--- src/sv/stid_pkg.sv ---
package stid_pkg;

	localparam int CAPACITY_DEF = 16;

	typedef logic [1:0] status_t;

	localparam status_t STATUS_INSERTED  = 2'd0;
	localparam status_t STATUS_DELETED   = 2'd1;
	localparam status_t STATUS_NOT_FOUND = 2'd2;
	localparam status_t STATUS_FULL      = 2'd3;

	localparam logic REQ_INSERT = 1'b0;
	localparam logic REQ_DELETE = 1'b1;

	typedef struct packed {
		logic               req_type;
		logic signed [31:0] value;
	} in_t;

	typedef struct packed {
		status_t    status;
		logic [4:0] entry_count;
	} out_t;

	typedef enum logic [2:0] {
		ST_IDLE,
		ST_INS,
		ST_SCAN,
		ST_DEL,
		ST_REPORT
	} state_t;

	typedef enum logic [2:0] {
		OP_NONE,
		OP_START_INS,
		OP_START_DEL,
		OP_INS_MOVE,
		OP_INS_PLACE,
		OP_SCAN_NEXT,
		OP_SCAN_HIT,
		OP_DEL_MOVE
	} op_t;

	typedef struct packed {
		op_t     op;
		logic    rec;     // latch status code
		status_t status;
		logic    fin;     // commit count and load result register
	} cmd_t;

	typedef struct packed {
		logic full;
		logic empty;
		logic gt;
		logic eq;
		logic idx_zero;
		logic scan_more;
		logic del_more;
		logic out_busy;
	} flags_t;

endpackage

--- src/sv/sorted_table_insert_delete.sv ---
// Sorted table of signed 32-bit keys, ascending, duplicates allowed, up to CAPACITY
// entries in a single-port-write, registered-read memory. Insert (req_type 0) walks
// down from the tail moving larger keys up one slot, and drops the key after any equal
// copies; delete (req_type 1) scans up from the head for one copy and closes the gap.
// Every transaction returns one result: status and the entry count afterwards (mod 32).
// The memory moves one entry per cycle: an insert steps past every key greater than the
// new one, a delete steps through every entry held whether found or not, and refused
// inserts and deletes on an empty table go straight to the report step. The next
// transaction is taken in the cycle after the result is loaded. One transaction is
// in flight at a time; a new one is taken while the previous result still waits in
// the output register, and the block only stalls in its report step while that
// result is unread. Memory contents need no clearing after reset.
module sorted_table_insert_delete #(
	parameter int CAPACITY = stid_pkg::CAPACITY_DEF
) (
	input  logic           clk,
	input  logic           arst_n,
	input  logic           in_valid,
	output logic           in_ready,
	input  stid_pkg::in_t  in_data,
	output logic           out_valid,
	input  logic           out_ready,
	output stid_pkg::out_t out_data
);
	import stid_pkg::*;

	cmd_t   cmd;
	flags_t flags;

	stid_ctrl u_ctrl (
		.clk      (clk),
		.arst_n   (arst_n),
		.in_valid (in_valid),
		.req_type (in_data.req_type),
		.in_ready (in_ready),
		.flags    (flags),
		.cmd      (cmd)
	);

	stid_dp #(
		.CAPACITY (CAPACITY)
	) u_dp (
		.clk       (clk),
		.arst_n    (arst_n),
		.in_data   (in_data),
		.cmd       (cmd),
		.flags     (flags),
		.out_ready (out_ready),
		.out_valid (out_valid),
		.out_data  (out_data)
	);

endmodule

--- src/sv/stid_ctrl.sv ---
module stid_ctrl (
	input  logic             clk,
	input  logic             arst_n,
	input  logic             in_valid,
	input  logic             req_type,
	output logic             in_ready,
	input  stid_pkg::flags_t flags,
	output stid_pkg::cmd_t   cmd
);
	import stid_pkg::*;

	state_t state_q, state_d;

	always_ff @(posedge clk or negedge arst_n) begin
		if (!arst_n) begin
			state_q <= ST_IDLE;
		end else begin
			state_q <= state_d;
		end
	end

	always_comb begin
		state_d    = state_q;
		in_ready   = 1'b0;
		cmd.op     = OP_NONE;
		cmd.rec    = 1'b0;
		cmd.status = STATUS_INSERTED;
		cmd.fin    = 1'b0;
		unique case (state_q)
			ST_IDLE: begin
				in_ready = 1'b1;
				if (in_valid) begin
					if (req_type == REQ_INSERT) begin
						if (flags.full) begin
							cmd.rec    = 1'b1;
							cmd.status = STATUS_FULL;
							state_d    = ST_REPORT;
						end else begin
							cmd.op  = OP_START_INS;
							state_d = ST_INS;
						end
					end else begin
						if (flags.empty) begin
							cmd.rec    = 1'b1;
							cmd.status = STATUS_NOT_FOUND;
							state_d    = ST_REPORT;
						end else begin
							cmd.op  = OP_START_DEL;
							state_d = ST_SCAN;
						end
					end
				end
			end
			// walk down from the tail, moving larger entries up one slot
			ST_INS: begin
				if (flags.idx_zero || !flags.gt) begin
					cmd.op     = OP_INS_PLACE;
					cmd.rec    = 1'b1;
					cmd.status = STATUS_INSERTED;
					state_d    = ST_REPORT;
				end else begin
					cmd.op = OP_INS_MOVE;
				end
			end
			ST_SCAN: begin
				if (flags.eq) begin
					if (flags.scan_more) begin
						cmd.op  = OP_SCAN_HIT;
						state_d = ST_DEL;
					end else begin
						cmd.rec    = 1'b1;
						cmd.status = STATUS_DELETED;
						state_d    = ST_REPORT;
					end
				end else if (flags.scan_more) begin
					cmd.op = OP_SCAN_NEXT;
				end else begin
					cmd.rec    = 1'b1;
					cmd.status = STATUS_NOT_FOUND;
					state_d    = ST_REPORT;
				end
			end
			// close the gap: entry k takes entry k+1
			ST_DEL: begin
				cmd.op = OP_DEL_MOVE;
				if (!flags.del_more) begin
					cmd.rec    = 1'b1;
					cmd.status = STATUS_DELETED;
					state_d    = ST_REPORT;
				end
			end
			ST_REPORT: begin
				if (!flags.out_busy) begin
					cmd.fin = 1'b1;
					state_d = ST_IDLE;
				end
			end
			default: begin
				state_d = ST_IDLE;
			end
		endcase
	end

endmodule

--- src/sv/stid_dp.sv ---
module stid_dp #(
	parameter int CAPACITY = stid_pkg::CAPACITY_DEF
) (
	input  logic             clk,
	input  logic             arst_n,
	input  stid_pkg::in_t    in_data,
	input  stid_pkg::cmd_t   cmd,
	output stid_pkg::flags_t flags,
	input  logic             out_ready,
	output logic             out_valid,
	output stid_pkg::out_t   out_data
);
	import stid_pkg::*;

	localparam int AW = (CAPACITY > 1) ? $clog2(CAPACITY) : 1;
	localparam int CW = $clog2(CAPACITY + 1);
	localparam int XW = CW + 1;

	logic [31:0]        mem [CAPACITY];
	logic [31:0]        rdata_q;
	logic signed [31:0] val_q;
	logic [AW-1:0]      idx_q, idx_d, rd_addr;
	logic               we;
	logic [31:0]        wdata;
	logic [CW-1:0]      count_q, count_nxt;
	status_t            status_q;
	logic               out_valid_q;
	out_t               out_q;
	logic [XW-1:0]      idx_x, count_x;

	assign idx_x   = XW'(idx_q);
	assign count_x = XW'(count_q);

	// The read issued this cycle is always the entry the next step looks at.
	always_comb begin
		idx_d   = idx_q;
		rd_addr = idx_q + AW'(1);
		we      = 1'b0;
		wdata   = val_q;
		case (cmd.op)
			OP_START_INS: begin
				idx_d   = AW'(count_q);
				rd_addr = AW'(count_q - CW'(1));
			end
			OP_START_DEL: begin
				idx_d   = '0;
				rd_addr = '0;
			end
			OP_INS_MOVE: begin
				we      = 1'b1;
				wdata   = rdata_q;
				idx_d   = idx_q - AW'(1);
				rd_addr = idx_q - AW'(2);
			end
			OP_INS_PLACE: begin
				we = 1'b1;
			end
			OP_SCAN_NEXT: begin
				idx_d = idx_q + AW'(1);
			end
			OP_DEL_MOVE: begin
				we      = 1'b1;
				wdata   = rdata_q;
				idx_d   = idx_q + AW'(1);
				rd_addr = idx_q + AW'(2);
			end
			default: begin
			end
		endcase
	end

	always_ff @(posedge clk) begin
		if (we) begin
			mem[idx_q] <= wdata;
		end
		rdata_q <= mem[rd_addr];
	end

	always_ff @(posedge clk) begin
		if (cmd.op == OP_START_INS || cmd.op == OP_START_DEL) begin
			val_q <= in_data.value;
		end
		if (cmd.rec) begin
			status_q <= cmd.status;
		end
		if (cmd.fin) begin
			out_q.status      <= status_q;
			out_q.entry_count <= 5'(count_nxt);
		end
	end

	always_comb begin
		case (status_q)
			STATUS_INSERTED: count_nxt = count_q + CW'(1);
			STATUS_DELETED:  count_nxt = count_q - CW'(1);
			default:         count_nxt = count_q;
		endcase
	end

	always_ff @(posedge clk or negedge arst_n) begin
		if (!arst_n) begin
			idx_q       <= '0;
			count_q     <= '0;
			out_valid_q <= 1'b0;
		end else begin
			idx_q <= idx_d;
			if (cmd.fin) begin
				count_q     <= count_nxt;
				out_valid_q <= 1'b1;
			end else if (out_ready) begin
				out_valid_q <= 1'b0;
			end
		end
	end

	assign flags.full      = (count_q == CW'(CAPACITY));
	assign flags.empty     = (count_q == '0);
	assign flags.gt        = ($signed(rdata_q) > val_q);
	assign flags.eq        = (rdata_q == val_q);
	assign flags.idx_zero  = (idx_q == '0);
	assign flags.scan_more = ((idx_x + XW'(1)) < count_x);
	assign flags.del_more  = ((idx_x + XW'(2)) < count_x);
	assign flags.out_busy  = out_valid_q && !out_ready;

	assign out_valid = out_valid_q;
	assign out_data  = out_q;

endmodule

--- config.mk ---
export PLATFORM = sky130hd
export DESIGN_NAME = sorted_table_insert_delete
export DESIGN_NICKNAME = d
export VERILOG_FILES = /design/src/sv/stid_pkg.sv /design/src/sv/sorted_table_insert_delete.sv /design/src/sv/stid_ctrl.sv /design/src/sv/stid_dp.sv
export SDC_FILE = /design/constraint.sdc
export NUM_CORES = 1
export LEC_CHECK = 0
export BUFFER_PORTS_ARGS = -buffer_cell sky130_fd_sc_hd__buf_2
export CAP_MARGIN = 10
export CORE_ASPECT_RATIO = 0.6
export CORE_MARGIN = 1.5
export CORE_UTILIZATION = 67
export DETAILED_ROUTE_END_ITERATION = 10
export GPL_TIMING_DRIVEN = 0
export PLACE_DENSITY = 0.91
export SLEW_MARGIN = 20
export SYNTH_ARGS = -nofsm -noshare
export SYNTH_HDL_FRONTEND = slang
export SYNTH_SLANG_ARGS = --single-unit
--- constraint.sdc ---
create_clock -name clk -period 10.13 [get_ports clk]
set_clock_uncertainty 0.2 [all_clocks]
set_input_delay 2.026 -clock clk [delete_from_list [all_inputs] [get_ports clk]]
set_output_delay 2.026 -clock clk [all_outputs]
set_load 0.03 [all_outputs]
# Word level (Yosys, flattened, before mapping)
# Memories as Yosys holds them, arrays and structs flattened. A register that Yosys moved wholly into a read port is not among the register bits.
# Cells that the tools add are included.
[word_totals] latchBits=0 ram_bits=512 romBits=0 mem_count=1 register_bits=54
[op_classes] mul=0 shift=0 n_eq_ne=18 n_mux=38 n_bitwise=0 magnitude_cmp=3 n_div=0 addsub=8 n_reduce_logical=15
[memory_table] memory="u_dp.mem" words=16 width=32 rd=1 rd_clocked_by_memory_dff=1 write_ports=1 line_no="stid_dp.sv:19" rtl="logic [31:0] mem [CAPACITY];"
[ops] op="3-bit 2-to-1 mux" count=19
[ops] op="32-bit equality test" count=1
[ops] op="32-bit greater-than comparator" count=1
[ops] op="32-bit 2-to-1 mux" count=1
[ops] op="4-bit one-hot mux with 4 select lines" count=2
[ops] op="6-bit one-hot mux with 4 select lines" count=1
[ops] op="6-bit 2-to-1 mux" count=3
[ops] op="3-bit one-hot mux with 5 select lines" count=1
[ops] op="3-bit by 2-bit equality test with 1-bit output (second input constant)" count=4
[ops] op="3-bit equality test (second input constant)" count=4
[ops] op="6-bit by 5-bit less-than comparator with 1-bit output" count=2
[ops] op="5-bit one-hot mux with 2 select lines" count=1
[ops] op="1-bit 2-to-1 mux" count=9
[ops] op="3-bit by 1-bit equality test with 1-bit output (second input constant)" count=2
[ops] op="2-bit != test (second input constant)" count=3
[ops] op="4-bit by 1-bit adder with 5-bit output (second input constant)" count=1
[ops] op="4-bit by 2-bit adder with 5-bit output (second input constant)" count=1
[ops] op="5-bit by 1-bit adder with 5-bit output (second input constant)" count=1
[ops] op="5-bit equality test (second input constant)" count=1
[ops] op="5-bit zero test" count=1
[ops] op="5-bit AND reduction" count=1
[ops] op="5-bit by 1-bit subtractor with 5-bit output (second input constant)" count=1
[ops] op="4-bit by 1-bit adder with 4-bit output (second input constant)" count=1
[ops] op="4-bit by 2-bit adder with 4-bit output (second input constant)" count=1
[ops] op="16 further kinds" count=19

# Longest topological paths before layout
# Gate-level depths: netlist of run 1.
[depth] ltp_word=10 mapped_depth=17 mapped_depth_nobuf=13

# Hierarchy
# A second synthesis of run 1 with hierarchy kept.
[unflattened] cells_unflattened=1599 hier_area_um2=24419.7
[modules_own_cells] mod="stid_dp" n_inst=1 area_per_inst_um2=24050.6 cells_per_inst=1550
[modules_own_cells] mod="stid_ctrl" n_inst=1 area_per_inst_um2=369.1 cells_per_inst=49

# Worst setup path before layout of run 1
# OpenSTA, ideal clock, no wires.
[synth_timing] path_type="input to register" from="in in_valid" to="reg u_dp.rdata_q[11] (read register of u_dp.mem)" setup_slack_ns=5.043 cell_stages=12 arrival_time_ns=4.753 required_time_ns=9.796 setup_ns=0.134 cell_sequence="and2_0 and3_1 nor2_1 inv_1 nor2_1 a211oi_2 buf_2 buf_2 mux2i_1 nor3_1 a2111oi_2 nand3_1"
[synth_via] elab_chain_cells=4 elab_cells_between_ends=7 classes_between="4 x eq/ne; 3 x mux"
[synth_rtl] item="start: declaration" line_no="sorted_table_insert_delete.sv:18" rtl="input logic in_valid,"
[synth_rtl] item="6-bit 2-to-1 mux (*)" line_no="stid_ctrl.sv:32" rtl="if (in_valid) begin"
[synth_rtl] item="6-bit one-hot mux with 4 select lines (*)" line_no="stid_ctrl.sv:29" rtl="unique case (state_q)"
[synth_rtl] item="3-bit equality test (tied with other cells)" line_no="stid_dp.sv:40" rtl="case (cmd.op)"
[synth_rtl] item="4-bit one-hot mux with 4 select lines (*)" line_no="stid_dp.sv:40"
[synth_rtl] item="end: declaration" line_no="stid_dp.sv:20" rtl="logic [31:0] rdata_q;"
# Every way passes the cells marked *; elsewhere a longest branch is shown, timed or not.
# A chain may end at the register's enable or synchronous reset.

# Final worst setup path of run 1
[layout_timing] from="in in_valid" to="reg u_dp.rdata_q[20] (read register of u_dp.mem)"
# The elaborated chain is that of the path after synthesis.

==> flow_summary.toml, run 1 <==
[status]
status = "complete, no violations"

[timing]
finalSetupViolCount = 0
tightest_slew_ns = 1.148
final.setup.tns_ns = 0
hold_viol_final = 0
rsz0062_at_grt = "false"
drv_slew = 0
maxSlewHeadroom_pct = 22.92
setup_ws_ns = 4.668
fmax_mhz = 183.1
fin_crit_sh_pct = 53.92
min_period_ns = 5.462

[cells_and_area]
utilization_pct = 76.80
n_fill_cell = 1993
seq_area_sq_um = 17570
post-route-cell-area_sq_um = 28070
antenna_cells = 0
syn_to_final_growth_pct = 12.11
drive_gt1_share_pct = 17.69
fin_nets = 1801
multiInputGateArea_sq_um = 6987

[detailed_routing]
drc = 0
post_drt_wl_per_cell_um = 27.49
vias = 15216
wl_met3_mm = 7.341
ant_nets = 0
dr_wl_met2_mm = 28.06
highest_layer = "met5"
drt_iter0_markers = 2328
viasPerCell = 6.745
drt_wl_total_mm = 62.02
wl_met1_mm = 24.30
dr.pass1.iters = 6

[clocking]
cts_max_level = 2
postCtsHoldBufs = 0
cts_sinks = 598
path_clk_slew_ns = 0.07
cts-resized-gates = 0
cts_inserted_buffers = 49
cts_tree = "yes"
cts_buffer_depth = 3
cts_setup_buffers = 0
clkLatencyLatePin_ns = 0.60
clockRootBuffer = "clkbuf_16"

[synth]
ys_warn_count = 0
yosysSeqAreaShare_pct = 70.18
synth_edf_count = 553
mappedNetlistNets = 1676
synthArstFlopShare_pct = 2.174
synth.avg_cell_area_sq_um = 15.77
synthSimpleGateAreaFrac_pct = 7.141
syn_area_sq_um = 25040
synth.distinct_cells = 67
synth_compound_area_share_pct = 5.102
synthMuxAreaShare_pct = 11.95
synth_fa_ha_area_share_pct = 2.578
ys_dominant_reg_cell = "edfxtp_1"
syn_inst = 1588
synth_top_family_by_area = "multiplexers"
synthXorXnorAreaFrac_pct = 0.6646
ys_ff_latch = 598

[placement]
io_buffers = 45
hpwl_mm = 40.77
dp_slack_ns = 4.208
placed_cell_area_sq_um = 26450
gp_congestion = 0.9143

[global_route]
grt_pass1_vias = 15207
grt_usage_pct = 32.29
gr-total-overflow = 0
grt_antenna_before_repair = 1
grt_pass1_wl_mm = 91.62
grt_max_degree = 25

[setup_path]
critPathLaunchType = "input port"
r2r.worst_path.cells = 14
worstSetupPathType = "input port to flip-flop"
critical_path_arrival_ns = 5.72
cp.required_ns = 10.38
crit_fanout = 17
critPathCaptureType = "flip-flop"

[floorplan]
num_io_pins = 46
die_area_sq_um = 38580
fp-row-count = 54
start_util_pct = 68.50
die_x_um = 252.6
die_y_um = 152.7
core_area_sq_um = 36550

[run]
max_cap_viol_count = 0

[hold_path]
hold_class = "flip-flop to flip-flop"
holdPathStages = 2
[logic make-up after synthesis]
family / after synthesis
muxes: 291
DFF: 598
adders and majority gates: 51
xor gates and xnor gates: 19
and+or+nand+nor: 361
buffers and inverters: 128
AOI/OAI and AO/OA: 140
[critical path, cell delays in order]
cell	delay, ns
buf_2	0.08
and2_0	0.23
and3_1	0.31
nor2_1	0.11
inv_2	0.47
nor2_1	0.10
a211oi_2	0.54
buf_2	0.34
buf_2	0.42
mux2i_1	0.28
nor3_1	0.09
a2111oi_2	0.57
nand3_1	0.14
[stage by stage]
step / cells / hold WS [ns]
floorplan: 1588 / 0.3029
global placement: 2137 / 0.2916
detailed placement: 2166 / 0.3113
CTS: 2256 / 0.3289
global route: 2256 / 0.3581
finish: 2256 / 0.3272
[routing by layer]
metal,vias to the layer above,global-route usage [%]
li1,6404,-
met4,2,11.49
met3,188,7.533
met2,1094,48.64
met5,-,0
met1,7528,46.69
[final cells by class]
| type | instances | share of cell area [%] |
|---|---|---|
| Clock inverter | 26 | 0.9895 |
| Multi-Input combinational cell | 862 | 24.89 |
| Clock buffer | 64 | 4.783 |
| Tap cell | 504 | 2.246 |
| Sequential cell | 598 | 62.60 |
| Buffer | 81 | 1.498 |
| Inverter | 47 | 0.6285 |
| Timing Repair Buffer | 74 | 2.371 |
[cells in the mapped netlist (3+ instances only)]
| master | n | area [sq um] |
|---|---|---|
| mux2i_1 | 227 | 2272 |
| mux2_2 | 60 | 675.7 |
| inv_1 | 47 | 176.4 |
| a21oi_1 | 21 | 105.1 |
| o21a_1 | 3 | 22.52 |
| clkbuf_1 | 35 | 131.4 |
| nand2_1 | 110 | 412.9 |
| dfrtp_1 | 13 | 325.3 |
| nand2b_1 | 6 | 37.54 |
| nor4_1 | 33 | 206.5 |
| a21o_1 | 3 | 22.52 |
| buf_1 | 5 | 18.77 |
| ha_1 | 50 | 625.6 |
| o21ai_0 | 17 | 85.08 |
| nor3_1 | 76 | 380.4 |
| xor2_1 | 5 | 43.79 |
| xnor2_1 | 14 | 122.6 |
| edfxtp_1 | 553 | 16610 |
| o22ai_1 | 4 | 25.02 |
| a2111oi_0 | 4 | 35.03 |
| o22a_1 | 32 | 280.3 |
| dfxtp_1 | 32 | 640.6 |
| buf_4 | 21 | 157.7 |
| mux2_1 | 4 | 45.04 |
| nor2_1 | 31 | 116.4 |
| a2111oi_2 | 30 | 450.4 |
| a22oi_1 | 3 | 22.52 |
| nand4_1 | 7 | 43.79 |
| buf_2 | 18 | 90.09 |
| nand3_1 | 74 | 370.4 |
| and3_1 | 3 | 18.77 |
| nor2b_1 | 3 | 18.77 |
[sequential cells by signal, summed over array words and instances (netlist names)]
| register | cells |
|---|---|
| u_dp.val_q | 32 |
| u_dp.out_valid | 1 |
| u_dp.count_q | 5 |
| u_dp.mem | 512 |
| u_ctrl.state_q | 3 |
| u_dp.idx_q | 4 |
| u_dp.out_data | 7 |
| u_dp.status_q | 2 |
| u_dp.rdata_q | 32 |
[path summary, 6_finish.rpt]
| path | start | endpoint | slack (ns) |
|---|---|---|---|
| min in group asynchronous | arst_n | u_dp.out_valid | 1.13 |
| hold / removal | u_dp.out_valid | u_dp.out_valid | 0.33 |
| hold reg to reg | u_dp.out_valid | u_dp.out_valid | 0.33 |
| setup reg to reg | u_dp.val_q[14] | u_dp.rdata_q[20] | 4.71 |
| max in group asynchronous | arst_n | u_dp.count_q[3] | 8.36 |
| setup / recovery | in_valid | u_dp.rdata_q[20] | 4.67 |
[cells in the final DEF (no fill, tap or decap), types with 19 or more instances in the layout]
master     synthesis  routed
a2111oi_2         30      30
a21oi_1           21      21
buf_2             18      63
buf_4             21      37
clkbuf_1          35      44
clkbuf_16          0      49
dfxtp_1           32      32
edfxtp_1         553     553
ha_1              50      50
inv_1             47      46
mux2_2            60      60
mux2i_1          227     227
nand2_1          110     110
nand3_1           74      74
nor2_1            31      19
nor3_1            76      72
nor4_1            33      32
o22a_1            32      32
Power of run 1 is not shown: default switching activity piles up to over one toggle a cycle in this logic, so the estimate is an artifact.
==> inputs of run 2 (changes only) <==
--- a/config.mk
+++ b/config.mk
@@ -9,10 +9,10 @@
 export CAP_MARGIN = 10
 export CORE_ASPECT_RATIO = 0.6
 export CORE_MARGIN = 1.5
-export CORE_UTILIZATION = 67
+export CORE_UTILIZATION = 63
 export DETAILED_ROUTE_END_ITERATION = 10
 export GPL_TIMING_DRIVEN = 0
-export PLACE_DENSITY = 0.91
+export PLACE_DENSITY = 0.87
 export SLEW_MARGIN = 20
 export SYNTH_ARGS = -nofsm -noshare
 export SYNTH_HDL_FRONTEND = slang
==> constraint.sdc (replaced) <==
create_clock -name clk -period 5.6 [get_ports clk]
set_clock_uncertainty 0.2 [all_clocks]
set_input_delay 1.12 -clock clk [delete_from_list [all_inputs] [get_ports clk]]
set_output_delay 1.12 -clock clk [all_outputs]
set_load 0.03 [all_outputs]
==> run 2 against run 1 <==
First-iteration DRC count shrank 9.3%; wire length is 0.57% higher; register-to-register slack got worse by 4.5 ns; worst setup slack worse by 4.4 ns; via count is 1.1% lower; largest cell class unchanged; clock-buffer cell count up 10; global-route usage decreased by 1.3 points; final cell count is 1.1% higher; hold slack got worse by 0.11 ns; non-clock buffer count is 3 higher; sequential share of layout area down 0.26 points.
==> flow_summary.toml, run 2 (synthesis gave the netlist of run 1 again) <==
[cells_and_area]
mostFrequentLayoutCells = "edfxtp_1 (553), mux2i_1 (227), nand2_1 (110)"
fin_nets = 1805
seq_area_sq_um = 17570
post-route-cell-area_sq_um = 28190
drive_gt1_share_pct = 17.91
fin_cells = 2281
multiInputGateArea_sq_um = 6987
layout_commonest_cell = "edfxtp_1"
largest_register_ffs = 512
reg.largest.list = "u_dp.mem (512), u_dp.rdata_q (32), u_dp.val_q (32)"
largest-register = "u_dp.mem"
syn_to_final_growth_pct = 12.59
antenna_cells = 0
n_fill_cell = 2335

[timing]
finalSetupViolCount = 0
tightest_slew_ns = 1.098
rsz0062_at_grt = "false"
fin_crit_sh_pct = 95.75
hold_viol_final = 0
maxSlewHeadroom_pct = 26.32
min_period_ns = 5.362
fmax_mhz = 186.5
drv_slew = 0

[detailed_routing]
viasPerCell = 6.594
ant_nets = 0
post_drt_wl_per_cell_um = 27.34
drt_wl_total_mm = 62.37
drt_iter0_markers = 2112
vias = 15042
drc = 0
dr.pass1.iters = 6

[setup_path]
worstSetupPathType = "flip-flop to flip-flop"
critical_path_arrival_ns = 5.61
crit_fanout = 10
critPathLaunchType = "flip-flop"
critPathCaptureType = "flip-flop"
cp.required_ns = 5.84

[clocking]
clockRootBuffer = "clkbuf_16"
cts_buffer_depth = 3
clkLatencyLatePin_ns = 0.60
cts_sinks = 598
cts_max_level = 2
postCtsHoldBufs = 0
cts_setup_buffers = 0
cts_inserted_buffers = 50
cts_tree = "yes"
path_clk_slew_ns = 0.07
cts-resized-gates = 0

[global_route]
grt_max_degree = 25
grt_pass1_vias = 14817
grt_pass1_wl_mm = 92.28
grt_usage_pct = 30.95
gr-total-overflow = 0
grt_antenna_before_repair = 0

[floorplan]
start_util_pct = 64.04
die_y_um = 157.4
core_area_sq_um = 39100
fp-row-count = 56
die_area_sq_um = 40990
die_x_um = 260.4
num_io_pins = 46

[placement]
hpwl_mm = 40.58
io_buffers = 45
placed_cell_area_sq_um = 26500
dpl.cell_count = 2187
gp_congestion = 0.8950

[status]
status = "complete, no violations"

[run]
max_cap_viol_count = 0

[hold_path]
hold_class = "input port to asynchronous set/reset pin"
## run 2: worst max-delay path: stages (launching register included)
cell       delay (ns)
edfxtp_1         0.47
inv_1            0.08
ha_1             0.34
nand4_1          0.31
nor2_1           0.22
a221o_1          0.47
o311a_1          0.43
o41a_1           0.40
a211oi_2         0.41
clkbuf_1         0.70
mux2_2           0.42
a2111oi_2        0.60
nand3_1          0.13
## run 2: final timing paths
path / startpoint / endpoint / slack [ns] / cells after the start
hold reg to reg: u_dp.out_valid / u_dp.out_valid / 0.34 / 2
min in group clk: u_dp.out_valid / u_dp.out_valid / 0.34 / 2
setup / recovery: u_dp.val_q[14] / u_dp.rdata_q[21] / 0.24 / 12
setup reg to reg: u_dp.val_q[14] / u_dp.rdata_q[21] / 0.24 / 12
max in group asynchronous: arst_n / u_dp.idx_q[3] / 4.72 / 1
hold / removal: arst_n / u_dp.count_q[4] / 0.22 / 1
## run 2: metal layers
layer / wire length (um) / global-route usage (%) / vias up
met3: 7593 / 7.037 / 162
li1: - / - / 6408
met4: 2152 / 10.40 / 0
met2: 27970 / 47.40 / 1074
met5: 0 / 0 / -
met1: 24660 / 44.27 / 7398
## run 2: cell type report
class                   count  share of cell area [%]
flip-flops and latches    598                   62.33
clock inverters            20                  0.7678
repair buffers             77                   2.459
inverters                  47                  0.6258
clock buffers              74                   5.224
multi-input cells         862                   24.78
well taps                 522                   2.317
plain buffers              81                   1.491
## run 2: stage by stage
stage / setup slack, ns / util (%) / hold WS (ns) / setup TNS [ns]
5_1_grt: 0.1528 / 72.10 / 0.2367 / 0
4_1_cts: 0.3601 / 72.09 / 0.2136 / 0
6_report: 0.2378 / 72.10 / 0.2186 / 0
2_1_floorplan: 1.215 / - / 0.3029 / 0
3_3_place_gp: -0.5731 / 66.29 / 0.2935 / -62.71
3_5_place_dp: 0.4084 / 67.77 / 0.3221 / 0
Power of run 2 is left out for the same reason.
